File: config.mk
export PLATFORM = sky130hd
export DESIGN_NAME = rims_mem
export DESIGN_NICKNAME = d
export VERILOG_FILES = /design/src/rtl/rims_mem.sv
export SDC_FILE = /design/constraint.sdc
export NUM_CORES = 2
export LEC_CHECK = 0
export BUFFER_PORTS_ARGS = -buffer_cell sky130_fd_sc_hd__buf_2
export CORE_UTILIZATION = 40
export DETAILED_ROUTE_END_ITERATION = 8
export SYNTH_ARGS = -nofsm -noshare
export SYNTH_HDL_FRONTEND = slang
export SYNTH_SLANG_ARGS = --single-unit
File: constraint.sdc
create_clock -name clock -period 4 [get_ports clock]
set_clock_uncertainty 0.05 [all_clocks]
set_input_delay 0.2 -clock clock [delete_from_list [all_inputs] [get_ports clock]]
set_output_delay 0.2 -clock clock [all_outputs]
set_load 0.005 [all_outputs]
File: src/rtl/rims_mem.sv
`default_nettype none
// ----------------------------------------------------------------------------
// rims_mem: simple dual port memory.
// One write port and one read port with registered read data.
// ----------------------------------------------------------------------------
module rims_mem #(
   parameter int unsigned Depth = 64,
   parameter int unsigned Width = 32
) (
   input  wire logic                     clock,
   input  wire logic                     wr_en,
   input  wire logic [$clog2(Depth)-1:0] wr_addr,
   input  wire logic [Width-1:0]         wr_data,
   input  wire logic [$clog2(Depth)-1:0] rd_addr,
   output logic      [Width-1:0]         rd_data
);

   logic [Width-1:0] mem_ff [Depth];

   // Write and registered read.
   always_ff @(posedge clock) begin
      if (wr_en) begin
         mem_ff[wr_addr] <= wr_data;
      end
      rd_data <= mem_ff[rd_addr];
   end

endmodule
`default_nettype wire

==> impl_metrics.tcl <==
set metrics [dict create \
    outcome "finished with violations" \
    violations "max-capacitance violations, max-slew violations" \
    setup.worst_path.end_class "flip-flop" \
    syn-cell-area_um2 78500 \
    num_rows 162 \
    post-place-ws_ps 248 \
    r2r-start "mem_ff[30][11]" \
    io_buffer_count 77 \
    rsz0062_at_grt "no" \
    yosysTopAreaCell "edfxtp_1" \
    crit_path_end "rd_data[11]" \
    period_minus_slack_ps 2960 \
    placedCellCount 6077 \
    first_pass_iters 7 \
    start_util 0.403 \
    r2r_cells 4 \
    rrSetupSlack_ps 1290 \
    layout_common_cells "2048 x edfxtp_1, 544 x mux4_2, 206 x clkbuf_16" \
    cts.clk_slew.worst_paths_ps 60 \
    drc 0 \
    cp_slowest_cell "o22ai_1" \
    ys_seq_area_frac 0.791 \
    vias 37600 \
    dieWidth_um 445 \
    gr-usage-all-layers 0.213 \
    finalCritPeriodShare 0.740 \
    critPathMaxStageDelay_ps 750 \
    syn_nets 3370 \
    fmax_mhz 338 \
    tns_ps 0 \
    grt_pass1_vias 37800 \
    core_um2 195000 \
    synth-compound-area-share 0.0167 \
    cp-startpoint "rd_addr[0]" \
    cts.htree.levels 4 \
    synth_mux_area_frac 0.168 \
    p_leak_nw 28.3 \
    final_common_cell "edfxtp_1" \
    path_cells "buf_8 -> buf_12 -> buf_4 -> mux4_2 -> mux4_2 -> o22ai_1 -> nor2_1" \
    syn_area_per_cell_um2 23.6 \
    ctsResizeCount 0 \
    synth_area_leaders "edfxtp_1 78%, mux4_2 16%, mux2i_1 1.2%, dfxtp_1 0.82%, o22ai_1 0.67%" \
    drive_gt1_frac 0.313 \
    grt_pass1_wl_mm 295 \
    fp.dieArea_um2 198000 \
    synth_top_family_by_area "multiplexers" \
    crit_required_ps 4580 \
    cp_max_fo 39 \
    cts_tree "built" \
    area_delta_synth_final_pct 15.7 \
    path_class "primary input to flip-flop" \
    cp-start-kind "primary input" \
    synthSimpleGateAreaFrac 0.0127 \
    fin_nets 3735 \
    ant_nets 0 \
    yosysWarnings 0 \
    hold_viol_final 0 \
    synth.distinct_cells 34 \
    place_congestion 0.803 \
    dpl_cell_area_um2 84000 \
    rr_endpoint "rd_data[11]" \
    clk-insertion-delay-late_ps 850 \
    wl_mm 211 \
    syn_inst 3324 \
    synth_seq_cells 2080 \
    worst_slack_ps 1040 \
    finish.cell_count_without_fillers 6487 \
    synth_xor_area_frac 0 \
    max-slew-margin-rel -0.0124 \
    fin_util 0.466 \
    hold_class "primary input to flip-flop" \
    die_h_um 445 \
    grt-ovfl-total 0 \
    worst_pin_slew_ps 1510 \
    design_area_um2 90900 \
    cts_buffer_depth 3 \
    critPathArrivalTime_ps 3540 \
    synth_adder_area_share 0 \
    grt_max_degree 65 \
    cts_buffers 204 \
    drt_iter0_drc 4817 \
    post-synth-top-area-fraction 0.783 \
    power_density_nw_per_um2 502 \
    setup_violations 0 \
    ctsRootBufferMaster "clkbuf_16" \
    antenna_found_initial 12 \
    avgRoutedWirePerCell_um 32.5 \
    critPathMostFrequentCell "mux4_2" \
    ios 78 \
    cap_violations 1 \
    irDropWorstVdd_uv 476 \
    slew_violations 2 \
    numClockSinks 2080 \
    dp.final_hpwl_mm 122 \
    via_per_inst 5.80 \
]
cell type report:
cell class	instances	area, um^2
Fill cell	16000	104000
Multi-Input combinational cell	1062	16000
Antenna cell	2	5.00
Sequential cell	2080	62100
Tap cell	2624	3280
Timing Repair Buffer	341	2850
Clock inverter	117	1130
Clock buffer	261	5460
worst max-delay path: cells and delay by family:
family	cells	cell delay, ps
compound gates	1	750
mux	2	1140
buf+inv	3	1040
simple gates	1	280
kinds of logic (layout without fill, tap and decap cells):
| family | after synthesis | in the layout |
|---|---|---|
| buffers and inverters | 182 | 719 |
| AND/OR/NAND/NOR | 223 | 223 |
| other | 0 | 2 |
| AO/OA/AOI/OAI | 202 | 202 |
| flip-flops | 2080 | 2080 |
| multiplexers | 637 | 637 |
per-layer routing:
| layer | up-vias | part of all wire | global-route usage | wire [um] |
|---|---|---|---|---|
| li1 | 15000 | - | - | - |
| met1 | 20800 | 0.41 | 0.299 | 86600 |
| met2 | 1575 | 0.49 | 0.344 | 102000 |
| met3 | 264 | 0.078 | 0.0388 | 16300 |
| met4 | 2 | 0.025 | 0.0574 | 5230 |
| met5 | - | 0.000062 | 0 | 13 |
metrics by stage:
step	power, W	hold WS (ps)
global route	0.0468	49.4
global placement	0.0271	530
CTS	0.0460	2.79
floorplan	0.0258	249
finish	0.0457	45.7
detailed placement	0.0271	534
repair_timing:
action,CTS,global route
hold endpoints to repair,722,0
setup buffers,0,0
hold buffers,30,0
where the power goes:
part           total (W)  internal (W)  switching (W)
Clock             0.0190        0.0108        0.00818
Combinational    0.00242      0.000894        0.00153
Sequential        0.0242        0.0241       0.000108
Total             0.0457        0.0358        0.00982
sequential cells by signal (all words and copies together) (netlist names):
name / flops
mem_ff: 2048
rd_data: 32
Yosys cell counts, drive strengths merged:
cell,number
edfxtp,2048
mux4,544
nor2,137
buf,108
mux2i,93
o22ai,84
clkbuf,74
a21oi,62
dfxtp,32
o221ai,27
nand2,26
nor2b,15
a22oi,12
a311oi,8
nand2b,8
nor3,7
nand3,5
nand3b,5
or3b,5
a41o,4
and3,4
o32ai,4
or2,3
or3,3
and2,2
nand4,2
a31oi,1
nand4b,1
worst min-delay path by stage:
stage | endpoint | cells after the start | slack (ps) | startpoint
2_1_floorplan | mem_ff[0][0] | 0 | 250 | wr_data[0]
3_3_place_gp | rd_data[12] | 1 | 530 | rd_data[12]
3_5_place_dp | rd_data[11] | 1 | 530 | rd_data[11]
4_1_cts | mem_ff[34][23] | 2 | 3 | wr_data[23]
5_1_grt | mem_ff[34][23] | 2 | 50 | wr_data[23]
6_report | mem_ff[34][23] | 2 | 50 | wr_data[23]
No activity file was read; power rests on OpenSTA's default activity.
